**config.mk**
```make
export PLATFORM = sky130hd
export DESIGN_NAME = gpfw_ctrl
export DESIGN_NICKNAME = d
export VERILOG_FILES = /design/src/design/gpfw_pkg.sv /design/src/design/gpfw_step_unit.sv /design/src/design/gpfw_ctrl.sv
export VERILOG_INCLUDE_DIRS = /design/src /design/src/design
export SDC_FILE = /design/constraint.sdc
export NUM_CORES = 1
export LEC_CHECK = 0
export ABC_AREA = 1
export BUFFER_PORTS_ARGS = -buffer_cell sky130_fd_sc_hd__buf_2
export CAP_MARGIN = 20
export CORE_MARGIN = 2
export CORE_UTILIZATION = 50
export DETAILED_ROUTE_END_ITERATION = 7
export PLACE_DENSITY = 0.68
export SYNTH_ARGS = -nofsm -noshare
export SYNTH_HDL_FRONTEND = slang
export SYNTH_SLANG_ARGS = --single-unit
```
**constraint.sdc**
```tcl
create_clock -name i_clk -period 2.8 [get_ports i_clk]
set_input_delay 0.7 -clock i_clk [delete_from_list [all_inputs] [get_ports i_clk]]
set_output_delay 0.7 -clock i_clk [all_outputs]
set_load 0.1 [all_outputs]
```
**src/design/glyph_page_framebuffer_writer_defines.svh**
```systemverilog
// Assertion macros used by the frame-store writer controller.
`ifndef GLYPH_PAGE_FRAMEBUFFER_WRITER_DEFINES_SVH
`define GLYPH_PAGE_FRAMEBUFFER_WRITER_DEFINES_SVH

// The consequent must hold in the same cycle as the antecedent.
`define GPFW_ASSERT_SAME(lbl, clk, rst_n, ante, cons, msg) \
    lbl: assert property (@(posedge clk) disable iff (!rst_n) (ante) |-> (cons)) \
        else $error(msg);

// The consequent must hold in the cycle after the antecedent.
`define GPFW_ASSERT_NEXT(lbl, clk, rst_n, ante, cons, msg) \
    lbl: assert property (@(posedge clk) disable iff (!rst_n) (ante) |=> (cons)) \
        else $error(msg);

`endif

```
**src/design/gpfw_pkg.sv**
```systemverilog
`default_nettype none

package gpfw_pkg;

    localparam int COLUMNS       = 128;
    localparam int PAGES         = 8;
    localparam int GLYPH_COLUMNS = 5;

    localparam int STORE_SIZE = COLUMNS * PAGES;
    localparam int ADDR_W     = $clog2(STORE_SIZE);
    localparam int COL_W      = $clog2(COLUMNS + GLYPH_COLUMNS);
    localparam int IDX_W      = $clog2(GLYPH_COLUMNS);
    localparam int ROW_W      = 6;
    localparam int BYTE_W     = 8;

    localparam int CMD_W      = 2;
    localparam int FIELD_W    = 8;
    localparam int S_TDATA_W  = 32;
    localparam int M_TDATA_W  = 8;

    localparam logic [CMD_W-1:0] CMD_DRAW  = 2'd0;
    localparam logic [CMD_W-1:0] CMD_CLEAR = 2'd1;
    localparam logic [CMD_W-1:0] CMD_READ  = 2'd2;

    localparam logic [ROW_W-1:0] ROW_SPACE = 6'd26;
    localparam logic [ROW_W-1:0] ROW_GT    = 6'd27;
    localparam logic [ROW_W-1:0] ROW_LT    = 6'd28;
    localparam logic [ROW_W-1:0] ROW_MINUS = 6'd29;
    localparam logic [ROW_W-1:0] ROW_DIGIT = 6'd30;

    typedef logic [GLYPH_COLUMNS*BYTE_W-1:0] t_glyph;

    typedef enum logic [2:0] {
        ST_IDLE,
        ST_CLEAR,
        ST_DRAW,
        ST_READ,
        ST_READ_WAIT,
        ST_DONE
    } t_state;

    typedef struct packed {
        logic              ok;
        logic [ROW_W-1:0]  row;
    } t_glyph_sel;

    typedef struct packed {
        logic              we;
        logic [ADDR_W-1:0] addr;
        logic [BYTE_W-1:0] wdata;
    } t_mem_req;

    typedef struct packed {
        logic [ADDR_W-1:0] addr;
        logic [COL_W-1:0]  col;
        logic [IDX_W-1:0]  idx;
    } t_step_in;

    typedef struct packed {
        logic [ADDR_W-1:0] addr_nxt;
        logic [COL_W-1:0]  col_nxt;
        logic [IDX_W-1:0]  idx_nxt;
        logic              col_ok;
        logic              addr_last;
        logic              idx_last;
    } t_step_out;

    typedef struct packed {
        logic              valid;
        logic [BYTE_W-1:0] data;
        logic              status;
    } t_result;

    function automatic t_glyph_sel glyph_lookup(input logic [FIELD_W-1:0] code);
        t_glyph_sel sel;
        sel.ok  = 1'b1;
        sel.row = '0;
        if (code >= 8'h41 && code <= 8'h5A) begin
            sel.row = ROW_W'(code - 8'h41);
        end else if (code >= 8'h30 && code <= 8'h39) begin
            sel.row = ROW_DIGIT + ROW_W'(code - 8'h30);
        end else if (code == 8'h20) begin
            sel.row = ROW_SPACE;
        end else if (code == 8'h3E) begin
            sel.row = ROW_GT;
        end else if (code == 8'h3C) begin
            sel.row = ROW_LT;
        end else if (code == 8'h2D) begin
            sel.row = ROW_MINUS;
        end else begin
            sel.ok = 1'b0;
        end
        return sel;
    endfunction

    // Column 0 of a glyph sits in the lowest byte, bit 0 is the top pixel.
    function automatic t_glyph glyph_row(input logic [ROW_W-1:0] row);
        t_glyph g;
        case (row)
            6'd0:    g = 40'h7E0909097E;
            6'd1:    g = 40'h364949497F;
            6'd2:    g = 40'h224141413E;
            6'd3:    g = 40'h3E4141417F;
            6'd4:    g = 40'h414949497F;
            6'd5:    g = 40'h010909097F;
            6'd6:    g = 40'h7A4941413E;
            6'd7:    g = 40'h7F0808087F;
            6'd8:    g = 40'h41417F4141;
            6'd9:    g = 40'h3F41414020;
            6'd10:   g = 40'h412214087F;
            6'd11:   g = 40'h404040407F;
            6'd12:   g = 40'h7F0204027F;
            6'd13:   g = 40'h7F1008047F;
            6'd14:   g = 40'h3E4141413E;
            6'd15:   g = 40'h060909097F;
            6'd16:   g = 40'h5E2151413E;
            6'd17:   g = 40'h462919097F;
            6'd18:   g = 40'h3149494946;
            6'd19:   g = 40'h01017F0101;
            6'd20:   g = 40'h3F4040403F;
            6'd21:   g = 40'h1F2040201F;
            6'd22:   g = 40'h7F2018207F;
            6'd23:   g = 40'h6314081463;
            6'd24:   g = 40'h0708700807;
            6'd25:   g = 40'h4345495161;
            6'd26:   g = 40'h0000000000;
            6'd27:   g = 40'h0041221408;
            6'd28:   g = 40'h0008142241;
            6'd29:   g = 40'h0808080808;
            6'd30:   g = 40'h3E4549513E;
            6'd31:   g = 40'h00407F4200;
            6'd32:   g = 40'h4649516142;
            6'd33:   g = 40'h314B454121;
            6'd34:   g = 40'h107F121418;
            6'd35:   g = 40'h3945454527;
            6'd36:   g = 40'h3049494A3C;
            6'd37:   g = 40'h0305097101;
            6'd38:   g = 40'h3649494936;
            6'd39:   g = 40'h1E29494906;
            default: g = '0;
        endcase
        return g;
    endfunction

    function automatic logic [BYTE_W-1:0] glyph_byte(input logic [ROW_W-1:0] row,
                                                     input logic [IDX_W-1:0] idx);
        t_glyph g;
        g = glyph_row(row);
        return g[idx*BYTE_W +: BYTE_W];
    endfunction

endpackage

`default_nettype wire

```
**src/design/gpfw_step_unit.sv**
```systemverilog
`default_nettype none

module gpfw_step_unit
    import gpfw_pkg::*;
(
    input  wire t_step_in  i_step,
    output t_step_out      o_step
);

    always_comb begin
        o_step.addr_nxt  = i_step.addr + 1'b1;
        o_step.col_nxt   = i_step.col + 1'b1;
        o_step.idx_nxt   = i_step.idx + 1'b1;
        o_step.col_ok    = i_step.col < COL_W'(COLUMNS);
        o_step.addr_last = i_step.addr == ADDR_W'(STORE_SIZE - 1);
        o_step.idx_last  = i_step.idx == IDX_W'(GLYPH_COLUMNS - 1);
    end

endmodule

`default_nettype wire

```
**src/design/gpfw_ctrl.sv**
```systemverilog
`default_nettype none

`include "glyph_page_framebuffer_writer_defines.svh"

module gpfw_ctrl
    import gpfw_pkg::*;
(
    input  wire logic                 i_clk,
    input  wire logic                 i_rst_n,
    input  wire logic                 i_s_tvalid,
    output logic                      o_s_tready,
    input  wire logic [S_TDATA_W-1:0] i_s_tdata,
    output t_result                   o_res,
    input  wire logic                 i_res_ready,
    output t_mem_req                  o_mem,
    input  wire logic [BYTE_W-1:0]    i_mem_rdata
);

    t_state            r_state, n_state;
    logic [ADDR_W-1:0] r_addr, n_addr;
    logic [COL_W-1:0]  r_col, n_col;
    logic [IDX_W-1:0]  r_idx, n_idx;
    logic [ROW_W-1:0]  r_row, n_row;
    logic [BYTE_W-1:0] r_data, n_data;
    logic              r_status, n_status;
    logic              r_report, n_report;

    logic [CMD_W-1:0]   in_cmd;
    logic [FIELD_W-1:0] in_col;
    logic [FIELD_W-1:0] in_page;
    logic [FIELD_W-1:0] in_code;
    logic               accept;
    logic               in_range;
    t_glyph_sel         sel;
    logic [ADDR_W-1:0]  base;
    t_step_in           step_in;
    t_step_out          step;

    assign in_cmd  = i_s_tdata[CMD_W-1:0];
    assign in_col  = i_s_tdata[CMD_W +: FIELD_W];
    assign in_page = i_s_tdata[CMD_W+FIELD_W +: FIELD_W];
    assign in_code = i_s_tdata[CMD_W+2*FIELD_W +: FIELD_W];

    assign accept   = i_s_tvalid && o_s_tready;
    assign in_range = (9'(in_col) < 9'(COLUMNS)) && (9'(in_page) < 9'(PAGES));
    assign sel      = glyph_lookup(in_code);
    assign base     = ADDR_W'(32'(in_page) * COLUMNS + 32'(in_col));

    assign step_in.addr = r_addr;
    assign step_in.col  = r_col;
    assign step_in.idx  = r_idx;

    gpfw_step_unit u_step (
        .i_step (step_in),
        .o_step (step)
    );

    always_comb begin
        n_state = r_state;
        unique case (r_state)
            ST_IDLE: begin
                if (accept) begin
                    case (in_cmd)
                        CMD_DRAW:  n_state = (in_range && sel.ok) ? ST_DRAW : ST_DONE;
                        CMD_CLEAR: n_state = ST_CLEAR;
                        CMD_READ:  n_state = in_range ? ST_READ : ST_DONE;
                        default:   n_state = ST_DONE;
                    endcase
                end
            end
            ST_DRAW: begin
                if (step.idx_last) begin
                    n_state = ST_DONE;
                end
            end
            ST_CLEAR: begin
                if (step.addr_last) begin
                    n_state = r_report ? ST_DONE : ST_IDLE;
                end
            end
            ST_READ:      n_state = ST_READ_WAIT;
            ST_READ_WAIT: n_state = ST_DONE;
            ST_DONE: begin
                if (i_res_ready) begin
                    n_state = ST_IDLE;
                end
            end
            default:      n_state = ST_IDLE;
        endcase
    end

    always_comb begin
        o_s_tready  = r_state == ST_IDLE;
        o_mem.addr  = r_addr;
        o_mem.we    = ((r_state == ST_DRAW) && step.col_ok) || (r_state == ST_CLEAR);
        o_mem.wdata = (r_state == ST_DRAW) ? glyph_byte(r_row, r_idx) : '0;
        o_res.valid  = r_state == ST_DONE;
        o_res.data   = r_data;
        o_res.status = r_status;
    end

    always_comb begin
        n_addr   = r_addr;
        n_col    = r_col;
        n_idx    = r_idx;
        n_row    = r_row;
        n_data   = r_data;
        n_status = r_status;
        n_report = r_report;
        case (r_state)
            ST_IDLE: begin
                if (accept) begin
                    n_addr   = (in_cmd == CMD_CLEAR) ? '0 : base;
                    n_col    = COL_W'(in_col);
                    n_idx    = '0;
                    n_row    = sel.row;
                    n_data   = '0;
                    n_report = 1'b1;
                    case (in_cmd)
                        CMD_DRAW:  n_status = !(in_range && sel.ok);
                        CMD_CLEAR: n_status = 1'b0;
                        CMD_READ:  n_status = !in_range;
                        default:   n_status = 1'b1;
                    endcase
                end
            end
            ST_DRAW: begin
                n_addr = step.addr_nxt;
                n_col  = step.col_nxt;
                n_idx  = step.idx_nxt;
            end
            ST_CLEAR:     n_addr = step.addr_nxt;
            ST_READ_WAIT: n_data = i_mem_rdata;
            default: begin
            end
        endcase
    end

    always_ff @(posedge i_clk) begin
        if (!i_rst_n) begin
            r_state  <= ST_CLEAR;
            r_addr   <= '0;
            r_report <= 1'b0;
        end else begin
            r_state  <= n_state;
            r_addr   <= n_addr;
            r_report <= n_report;
        end
    end

    always_ff @(posedge i_clk) begin
        r_col    <= n_col;
        r_idx    <= n_idx;
        r_row    <= n_row;
        r_data   <= n_data;
        r_status <= n_status;
    end

    `GPFW_ASSERT_SAME(a_write_phase, i_clk, i_rst_n, o_mem.we,
        (r_state == ST_DRAW) || (r_state == ST_CLEAR), "store written outside draw or clear")
    `GPFW_ASSERT_NEXT(a_draw_done, i_clk, i_rst_n, (r_state == ST_DRAW) && step.idx_last,
        (r_state == ST_DONE) && !r_status, "draw did not finish with done status")
    `GPFW_ASSERT_NEXT(a_reset_clear_silent, i_clk, i_rst_n,
        (r_state == ST_CLEAR) && step.addr_last && !r_report,
        r_state == ST_IDLE, "clearing pass after reset produced a result")
    `GPFW_ASSERT_NEXT(a_bad_read, i_clk, i_rst_n, accept && (in_cmd == CMD_READ) && !in_range,
        (r_state == ST_DONE) && r_status && (r_data == '0), "bad read not flagged")

endmodule

`default_nettype wire

```
==> out/metrics.yaml, run 1 <==
cts:
  path_clk_slew_ns: 0.08
  htree_num_levels: 3
  cts_sinks: 75
  cts_tree: "yes"
  ctsHoldBuffers: 0
  cts_buffer_depth: 2
  cts_buffers: 9
  clockRootBuffer: "clkbuf_8"
  clock_latency_ns: 0.35
finish:
  n_antenna_cell: 0
  area_growth_pct: 29.9
  layoutNonFillerInstCount: 1113
  final_common_cell: "nand2_1"
  nets: 1039
  layout_common_cells: "nand2_1, buf_4, inv_1"
  layout-drive-gt1-share_pct: 27.0
synth:
  synthesis.area_um2: 5440
  synth_top_area_cell: "dfxtp_1"
  synth.top_cell.area_share_pct: 18.0
  yosysSeqAreaShare_pct: 32.4
  synthDistinctLibCells: 47
  async_flop_share_pct: 0
  ys_ff_latch: 75
  ys_warn_count: 0
  ys.flop_type: "dfxtp_1"
  synth_nets: 878
  synth-edff-count: 26
  synth.top_cells.by_area: "dfxtp_1, nand2_1, edfxtp_1"
  syn_inst: 807
  avgSynthCellArea_um2: 6.74
place:
  hpwl_um: 13900
  numPlacedInstances: 1097
  portBuffers: 66
  place.gp.congestion: 1.05
route:
  detail-route-antenna-nets: 0
  drt-total-wl_um: 17000
  wl_per_cell_um: 15.3
  post_drt_via_cell_ratio: 5.36
  drc_errors: 0
  drtIter0Drc: 575
  drtPass1Iterations: 6
  via_count: 5969
flow_run:
  maxCapViolations: 0
power_and_ir_drop:
  powerDensity_nw_per_um2: 313
  p_int_uw: 1670
  vdd_ir_drop_max_uv: 216
  clock_power_share_pct: 40.5
  pwr-share-seq_pct: 51.1
  leakage_uw: 0.00360
  netSwitchingFraction_pct: 24.5
  fin_total_pwr_uw: 2210
  p_comb_share_pct: 8.4
  p_sw_uw: 542
grt:
  antenna_found_initial: 0
  grt_pass1_wl_um: 27700
  grt_usage_pct: 30.2
  grt_overflow: 0
  grt_max_degree: 18
  grt_pass1_vias: 5740
floorplanning:
  fp.dieW_um: 108
  design.die.area_um2: 11700
  num_io_pins: 74
  die_h_um: 108
  start_util_pct: 50.6
  row_count: 38
  coreArea_um2: 10700
sta:
  setup_viol: 0
  fmax_mhz: 380
  drv_slew: 0
  maxSlewHeadroom_pct: 60.2
  min_period_over_period_pct: 94.1
  worst_pin_slew_ns: 0.596
  rsz0062_at_grt: "true"
  min_period_ns: 2.63
  skew_ns: 0.0103
  final-hold-violation-count: 0
worst_setup_path:
  cp.arrival_ns: 1.93
  worstPathRequired_ns: 2.10
  worstPathCellList: "buf_4 > inv_1 > nor3_2 > buf_4 > inv_1 > nor2_1 > o21ai_0 > inv_1 > buf_12"
  cp-start-kind: "flip-flop"
  path_buf_inv: 6
  r2r_slack_ns: 0.26
  path_max_fanout: 15
  critPathMaxStageDelay_ns: 0.34
  crit_top_cell: "inv_1"
  worstSetupEndpointType: "primary output"
  critPathSlowestCell: "dfxtp_1"
  critPathTopFamily: "buffers and inverters"
  path_class: "reg -> out"
min_path:
  hold_class: "reg -> reg"
status:
  status: "finished, final reports clean"
==> layout make-up <==
| type | instances | area [um^2] |
|---|---|---|
| fillers | 984 | 3680 |
| multi-input cells | 604 | 3170 |
| flip-flops and latches | 75 | 1760 |
| repair buffers | 178 | 1370 |
| inverters | 100 | 375 |
| well taps | 140 | 175 |
| clock buffers | 10 | 149 |
| clock inverters | 6 | 68.8 |
==> final timing paths <==
path          endpoint  cells past startpoint  startpoint
min reg2reg   r_report                      2    r_report
max reg2reg  flip-flop                     13  r_state[0]
max           o_mem[0]                      9  r_state[1]
min           r_report                      2    r_report
==> timing repair <==
action                                  CTS  global route
gates resized for setup                   0            18
endpoints found under the setup margin    0            34
setup buffers                             0             0
==> cell usage after synthesis, types with 2 or more instances <==
| cell type | n |
|---|---|
| nand3_2 | 4 |
| nand3_1 | 77 |
| buf_2 | 9 |
| nand3b_1 | 2 |
| nor3_2 | 2 |
| nand4_1 | 13 |
| nand2_2 | 9 |
| nor2_4 | 3 |
| dfxtp_1 | 49 |
| nand2_4 | 2 |
| buf_4 | 9 |
| a21oi_1 | 28 |
| nand2_1 | 218 |
| buf_6 | 5 |
| or2_2 | 5 |
| xor2_1 | 9 |
| o21ai_1 | 17 |
| a221oi_1 | 4 |
| nor3_1 | 5 |
| nand4_2 | 2 |
| o211ai_1 | 3 |
| edfxtp_1 | 26 |
| nor2_2 | 6 |
| xnor2_1 | 3 |
| o21ai_0 | 57 |
| inv_2 | 10 |
| nor2_1 | 84 |
| ha_1 | 27 |
| o22ai_1 | 9 |
| clkbuf_1 | 5 |
| inv_1 | 89 |
==> worst min-delay path: cells and delay by family, from the launching register on <==
family / cells / cell delay (ns)
buffers and inverters: 1 / 0.07
flip-flops: 1 / 0.31
AO/OA/AOI/OAI: 1 / 0.07
==> logic make-up (layout without fill, tap and decap cells) <==
| family | Yosys count | in the layout | synth area share (%) |
|---|---|---|---|
| xor+xnor | 12 | 12 | 1.93 |
| flops | 75 | 75 | 32.4 |
| compound gates | 127 | 127 | 12.9 |
| buf+inv | 128 | 294 | 10.3 |
| other cells | 1 | 1 | 0.0689 |
| simple gates | 437 | 437 | 36.1 |
| fa+ha+maj | 27 | 27 | 6.21 |
==> power by group through the flow <==
stage,Clock (uW),Combinational (uW),Sequential (uW)
3_3_place_gp,0,175,1150
4_1_cts,918,183,1130
2_1_floorplan,0,82.2,1180
3_5_place_dp,0,182,1150
6_report,895,185,1130
5_1_grt,951,203,1130
==> metal layers <==
| metal | share of wire [%] | wire [um] | vias to the layer above | track usage [%] |
|---|---|---|---|---|
| li1 | - | - | 2957 | - |
| met1 | 44 | 7430 | 2760 | 39.9 |
| met2 | 47 | 7960 | 228 | 49.1 |
| met3 | 7.8 | 1320 | 24 | 6.75 |
| met4 | 1.8 | 300 | 0 | 9.80 |
| met5 | 0 | 0 | - | 0 |
==> stage by stage <==
step / hold WS [ns] / worst slack (ns) / cell area [um^2] / util (%) / setup TNS (ns)
after floorplan: 0.436 / -0.363 / 5450 / - / -0.363
after global placement: 0.455 / -0.178 / 6800 / 63.3 / -3.34
after detailed placement: 0.479 / -0.287 / 6800 / 63.3 / -6.18
after CTS: 0.492 / 0.0920 / 7020 / 65.3 / 0
after global routing: 0.528 / -0.0313 / 7070 / 65.8 / -0.0674
final: 0.490 / 0.166 / 7070 / 65.8 / 0
No activity file was read; power rests on OpenSTA's default activity.
==> run 2: changes to the inputs <==
--- a/config.mk
+++ b/config.mk
@@ -10,9 +10,9 @@
 export BUFFER_PORTS_ARGS = -buffer_cell sky130_fd_sc_hd__buf_2
 export CAP_MARGIN = 20
 export CORE_MARGIN = 2
-export CORE_UTILIZATION = 50
+export CORE_UTILIZATION = 30
 export DETAILED_ROUTE_END_ITERATION = 7
-export PLACE_DENSITY = 0.68
+export PLACE_DENSITY = 0.44
 export SYNTH_ARGS = -nofsm -noshare
 export SYNTH_HDL_FRONTEND = slang
 export SYNTH_SLANG_ARGS = --single-unit
==> run 2 against run 1 <==
Net effect: design area increased by 3.2%; fmax increased by 0.12%; sequential share of layout area decreased by 0.78 points; final cell count increased by 8.2%; die area increased by 64%; flip-flop and latch count unchanged; critical path type unchanged.
==> out/metrics.yaml, run 2 (same netlist as run 1, synthesis figures left out) <==
worst_setup_path:
  cp_num_cells: 6  # was 9
  r2r_slack_ns: 0.27  # was 0.26 ns
  critPathTopFamily: "simple AND/OR/NAND/NOR gates"  # was buffers and inverters
  worstPathRequired_ns: 2.10  # about the same
  rr_startpoint: "r_state[0]"  # unchanged
  critPathSlowestCell: "edfxtp_1"  # was dfxtp_1
  crit_top_cell: "nor2_1"  # was inv_1
  cp-start-kind: "flip-flop"  # unchanged
  r2r_cells: 13  # unchanged
  worstPathCellList: "nor2_1 > a21oi_1 > nor2_1 > o21ai_0 > inv_1 > buf_12"  # was buf_4 > inv_1 > nor3_2 > buf_4 > inv_1 > nor2_1 > o21ai_0 > inv_1 > buf_12
  path_max_fanout: 10  # was 15
  worstSetupEndpointType: "primary output"  # unchanged
  path_class: "reg -> out"  # unchanged
  path_buf_inv: 2  # was 6
  cp.arrival_ns: 1.93  # about the same
  critPathMaxStageDelay_ns: 0.53  # was 0.34 ns
min_path:
  whs_endpoint: "r_report"  # unchanged
  hold_class: "reg -> reg"  # unchanged
  hold_depth: 2  # unchanged
  holdCritStartpoint: "r_report"  # unchanged
power_and_ir_drop:
  powerDensity_nw_per_um2: 333  # was 313 nW/um^2
  fin_total_pwr_uw: 2430  # was 2210 uW
  vdd_ir_drop_max_uv: 272  # was 216 uV
  leakage_uw: 0.00364  # was 0.00360 uW
route:
  via_count: 5694  # was 5969
  wl_per_cell_um: 14.3  # was 15.3 um
  drc_errors: 0  # unchanged
  drtPass1Iterations: 6  # unchanged
  drtIter0Drc: 428  # was 575
  drt-total-wl_um: 17200  # was 17000 um
  detail-route-antenna-nets: 0  # unchanged
  post_drt_via_cell_ratio: 4.73  # was 5.36
finish:
  seqCellArea_um2: 1760  # unchanged
  layoutNonFillerInstCount: 1204  # was 1113
  area_growth_pct: 34.1  # was 29.9%
  layout_common_cells: "nand2_1, buf_4, inv_1"  # unchanged
  nets: 1040  # was 1039
  final_common_cell: "nand2_1"  # unchanged
  layout-drive-gt1-share_pct: 27.1  # was 27.0%
  fillers: 1908  # was 984
  multiInputGateArea_um2: 3200  # was 3170 um^2
floorplanning:
  die_h_um: 139  # was 108 um
  start_util_pct: 30.4  # was 50.6%
  row_count: 49  # was 38
  coreArea_um2: 17900  # was 10700 um^2
  fp.dieW_um: 139  # was 108 um
  num_io_pins: 74  # unchanged
  design.die.area_um2: 19200  # was 11700 um^2
cts:
  post_cts_buffers: 0  # unchanged
  ctsHoldBuffers: 0  # unchanged
  cts_buffers: 9  # unchanged
  cts_sinks: 75  # unchanged
  cts_buffer_depth: 2  # unchanged
  path_clk_slew_ns: 0.06  # was 0.08 ns
  clockRootBuffer: "clkbuf_16"  # was clkbuf_8
  cts_tree: "yes"  # unchanged
  htree_num_levels: 3  # unchanged
  cts.repair.resized: 0  # unchanged
  clock_latency_ns: 0.35  # about the same
sta:
  rsz0062_at_grt: "true"  # unchanged
  holdWs_ns: 0.467  # was 0.490 ns
  fmax_mhz: 380  # about the same
  drv_slew: 0  # unchanged
  skew_ns: 0.0141  # was 0.0103 ns
  min_period_over_period_pct: 93.9  # was 94.1%
  min_period_ns: 2.63  # about the same
  fin_ws_ns: 0.170  # was 0.166 ns
  final-hold-violation-count: 0  # unchanged
  setup_viol: 0  # unchanged
grt:
  grt_pass1_wl_um: 27900  # was 27700 um
  grt_usage_pct: 17.9  # was 30.2%
  grt_overflow: 0  # unchanged
  grt_pass1_vias: 5350  # was 5740
  grt_max_degree: 24  # was 18
  antenna_found_initial: 1  # was 0
place:
  numPlacedInstances: 1187  # was 1097
  place.gp.congestion: 0.913  # was 1.05
  hpwl_um: 13700  # was 13900 um
  place_ws_ns: -0.240  # was -0.287 ns
  portBuffers: 66  # unchanged
status:
  status: "finished, final reports clean"  # unchanged
flow_run:
  maxCapViolations: 0  # unchanged
-- run 2: cell count changes in the layout (fill, tap and decap cells not counted), moves of 2 or more --
cell	change
clkbuf_16	+8
clkbuf_8	-7
clkinv_2	+2
clkinv_4	-2
nand2_1	+2
nand2_2	-2
nand3_1	-2
nand3_2	+2
nor2_1	-2
nor2_4	+2
o21ai_0	-2
o21ai_1	+2
-- run 2: worst max-delay path by stage --
stage / end / start / slack [ns]
after global routing: flip-flop / i_s_tdata[18] / -0.02
after floorplan: o_mem[18] / r_state[1] / -0.36
final: o_mem[0] / r_idx[1] / 0.17
after CTS: flip-flop / i_s_tdata[18] / 0.10
after global placement: flip-flop / i_s_tdata[19] / -0.26
after detailed placement: flip-flop / i_s_tdata[18] / -0.24
-- run 2: per-stage QoR --
stage / cell area, um^2 / utilization (%) / setup TNS (ns)
2_1_floorplan: 5450 / - / -0.363
3_3_place_gp: 6930 / 38.7 / -5.55
3_5_place_dp: 6930 / 38.7 / -5.21
4_1_cts: 7210 / 40.3 / 0
5_1_grt: 7290 / 40.7 / -0.108
6_report: 7300 / 40.8 / 0
-- run 2: tightest hold or removal path, cell delays in order (launching register included) --
cell     delay (ns)
dfxtp_1        0.29
inv_1          0.06
a21oi_1        0.06
-- run 2: report_power, final --
group	total, uW	switching [uW]	internal [uW]
clock	1110	468	646
sequential	1130	4.63	1130
combinational	188	115	73.4
-- run 2: layout make-up --
type,instances,share of cell area [%]
multi-input combinational,604,43.9
sequential,75,24.1
timing repair buffer,179,19.0
inverter,100,5.14
tap,229,3.93
clock buffer,12,3.52
clock inverter,4,0.326
antenna,1,0.0343
-- run 2: routing by layer --
metal / vias up / GRT usage, % / part of all wire, %
met1: 2578 / 24.9 / 49
met2: 148 / 28.7 / 45
met3: 16 / 3.42 / 5.0
met5: - / 0 / 0
met4: 0 / 4.68 / 1.2
li1: 2952 / - / -
==> run 3: changes to the inputs <==
--- a/config.mk
+++ b/config.mk
@@ -12,6 +12,7 @@
 export CORE_MARGIN = 2
 export CORE_UTILIZATION = 30
 export DETAILED_ROUTE_END_ITERATION = 7
+export MAX_ROUTING_LAYER = met4
 export PLACE_DENSITY = 0.44
 export SYNTH_ARGS = -nofsm -noshare
 export SYNTH_HDL_FRONTEND = slang
==> run 3 against run 2 <==
Net effect: wire length about the same; sequential power barely moved; die area unchanged; final cell count is the same; setup slack got worse by 0.0016 ns; global-route usage rose by 0.55 points; non-clock buffer count did not move; count of clock-buffer cells in the layout unchanged; clock power hardly changed; fmax is essentially flat; highest routed layer unchanged.
==> out/metrics.yaml, run 3 (same netlist as run 1, synthesis figures left out) <==
status:
  status: "finished, final reports clean"  # unchanged
floorplanning:
  die_h_um: 139  # unchanged
  design.die.area_um2: 19200  # unchanged
  fp.dieW_um: 139  # unchanged
  num_io_pins: 74  # unchanged
  coreArea_um2: 17900  # unchanged
  start_util_pct: 30.4  # unchanged
  row_count: 49  # unchanged
route:
  drc_errors: 0  # unchanged
  drtPass1Iterations: 5  # was 6
  wl_per_cell_um: 14.3  # about the same
  drtIter0Drc: 482  # was 428
  via_count: 5731  # was 5694
  drt-total-wl_um: 17200  # about the same
  post_drt_via_cell_ratio: 4.76  # was 4.73
  detail-route-antenna-nets: 0  # unchanged
sta:
  rsz0062_at_grt: "true"  # unchanged
  tns_ns: 0  # unchanged
  fmax_mhz: 380  # about the same
  skew_ns: 0.0133  # was 0.0141 ns
  setup_viol: 0  # unchanged
  drv_slew: 0  # unchanged
  min_period_ns: 2.63  # about the same
  fin_ws_ns: 0.168  # was 0.170 ns
  min_period_over_period_pct: 94.0  # was 93.9%
  final-hold-violation-count: 0  # unchanged
worst_setup_path:
  worstPathRequired_ns: 3.09  # was 2.10 ns
  r2r_slack_ns: 0.26  # was 0.27 ns
  path_max_fanout: 6  # was 10
  cp.arrival_ns: 2.92  # was 1.93 ns
  path_class: "in -> reg"  # was reg -> out
  worstSetupEndpointType: "flip-flop"  # was primary output
  cp-start-kind: "primary input"  # was flip-flop
finish:
  nets: 1040  # unchanged
  final_common_cell: "nand2_1"  # unchanged
  layout_common_cells: "nand2_1, buf_4, inv_1"  # unchanged
  layoutNonFillerInstCount: 1204  # unchanged
  area_growth_pct: 34.1  # unchanged
  layout-drive-gt1-share_pct: 27.1  # unchanged
power_and_ir_drop:
  vdd_ir_drop_max_uv: 276  # was 272 uV
  fin_total_pwr_uw: 2430  # about the same
  leakage_uw: 0.00364  # unchanged
  powerDensity_nw_per_um2: 333  # about the same
place:
  place.gp.congestion: 0.929  # was 0.913
  numPlacedInstances: 1187  # unchanged
  portBuffers: 66  # unchanged
  place_ws_ns: -0.240  # unchanged
  hpwl_um: 13700  # unchanged
flow_run:
  maxCapViolations: 0  # unchanged
cts:
  htree_num_levels: 3  # unchanged
  clock_latency_ns: 0.35  # about the same
  cts_sinks: 75  # unchanged
  cts.repair.resized: 0  # unchanged
  ctsHoldBuffers: 0  # unchanged
  post_cts_buffers: 0  # unchanged
  cts_buffer_depth: 2  # unchanged
  clockRootBuffer: "clkbuf_16"  # unchanged
  cts_tree: "yes"  # unchanged
  path_clk_slew_ns: 0.07  # was 0.06 ns
  cts_buffers: 9  # unchanged
grt:
  grt_overflow: 0  # unchanged
  grt_pass1_vias: 5351  # was 5350
  antenna_found_initial: 1  # unchanged
  grt_pass1_wl_um: 27900  # about the same
  grt_usage_pct: 18.5  # was 17.9%
  grt_max_degree: 24  # unchanged
min_path:
  hold_class: "reg -> reg"  # unchanged
-- run 3: cell counts in the layout (fill, tap and decap cells not counted) --
Identical to the previous run, type by type.
-- run 3: through the flow --
step	hold WS, ns	util [%]	cell area, um^2
5_1_grt	0.498	40.8	7300
6_report	0.467	40.8	7300
2_1_floorplan	0.436	-	5450
3_3_place_gp	0.461	38.7	6930
4_1_cts	0.473	40.3	7210
3_5_place_dp	0.463	38.7	6930
-- run 3: path summary, 6_finish.rpt --
path,startpoint,endpoint,cells after the start
worst max-delay path,i_s_tdata[18],flip-flop,19
worst min-delay path,r_report,r_report,2
worst max register to register,r_state[0],flip-flop,13
worst min register to register,r_report,r_report,2
-- run 3: area by class of cell --
class | count | area, um^2
timing repair buffer | 179 | 1390
clock buffer | 12 | 256
inverter | 100 | 375
clock inverter | 4 | 23.8
fill | 1908 | 10600
sequential | 75 | 1760
tap | 229 | 287
multi-input combinational | 604 | 3200
antenna | 1 | 2.50
-- run 3: power by group --
| group | total (uW) | internal, uW | switching [uW] |
|---|---|---|---|
| Sequential | 1130 | 1130 | 4.63 |
| Combinational | 188 | 73.4 | 115 |
| Clock | 1110 | 646 | 468 |
| Total | 2430 | 1850 | 587 |
-- run 3: critical path, cell delays in order --
cell     delay [ns]
buf_2          0.12
inv_1          0.10
ha_1           0.17
inv_1          0.04
nand2_1        0.05
nand2_1        0.05
nand2_1        0.12
nand3_2        0.13
nor2_4         0.13
inv_1          0.06
nand3_1        0.11
o21ai_4        0.12
ha_1           0.26
nand2_1        0.14
buf_4          0.14
nand3_1        0.10
a21oi_1        0.24
nand2_1        0.08
nand2_1        0.08
-- run 3: metal layers --
metal | track usage [%] | vias up | wire length, um | part of all wire, %
li1 | - | 2951 | - | -
met1 | 25.0 | 2589 | 8310 | 48
met2 | 28.7 | 174 | 7740 | 45
met3 | 3.31 | 17 | 1020 | 5.9
met4 | 4.57 | 0 | 180 | 1.0
met5 | - | - | 0 | 0
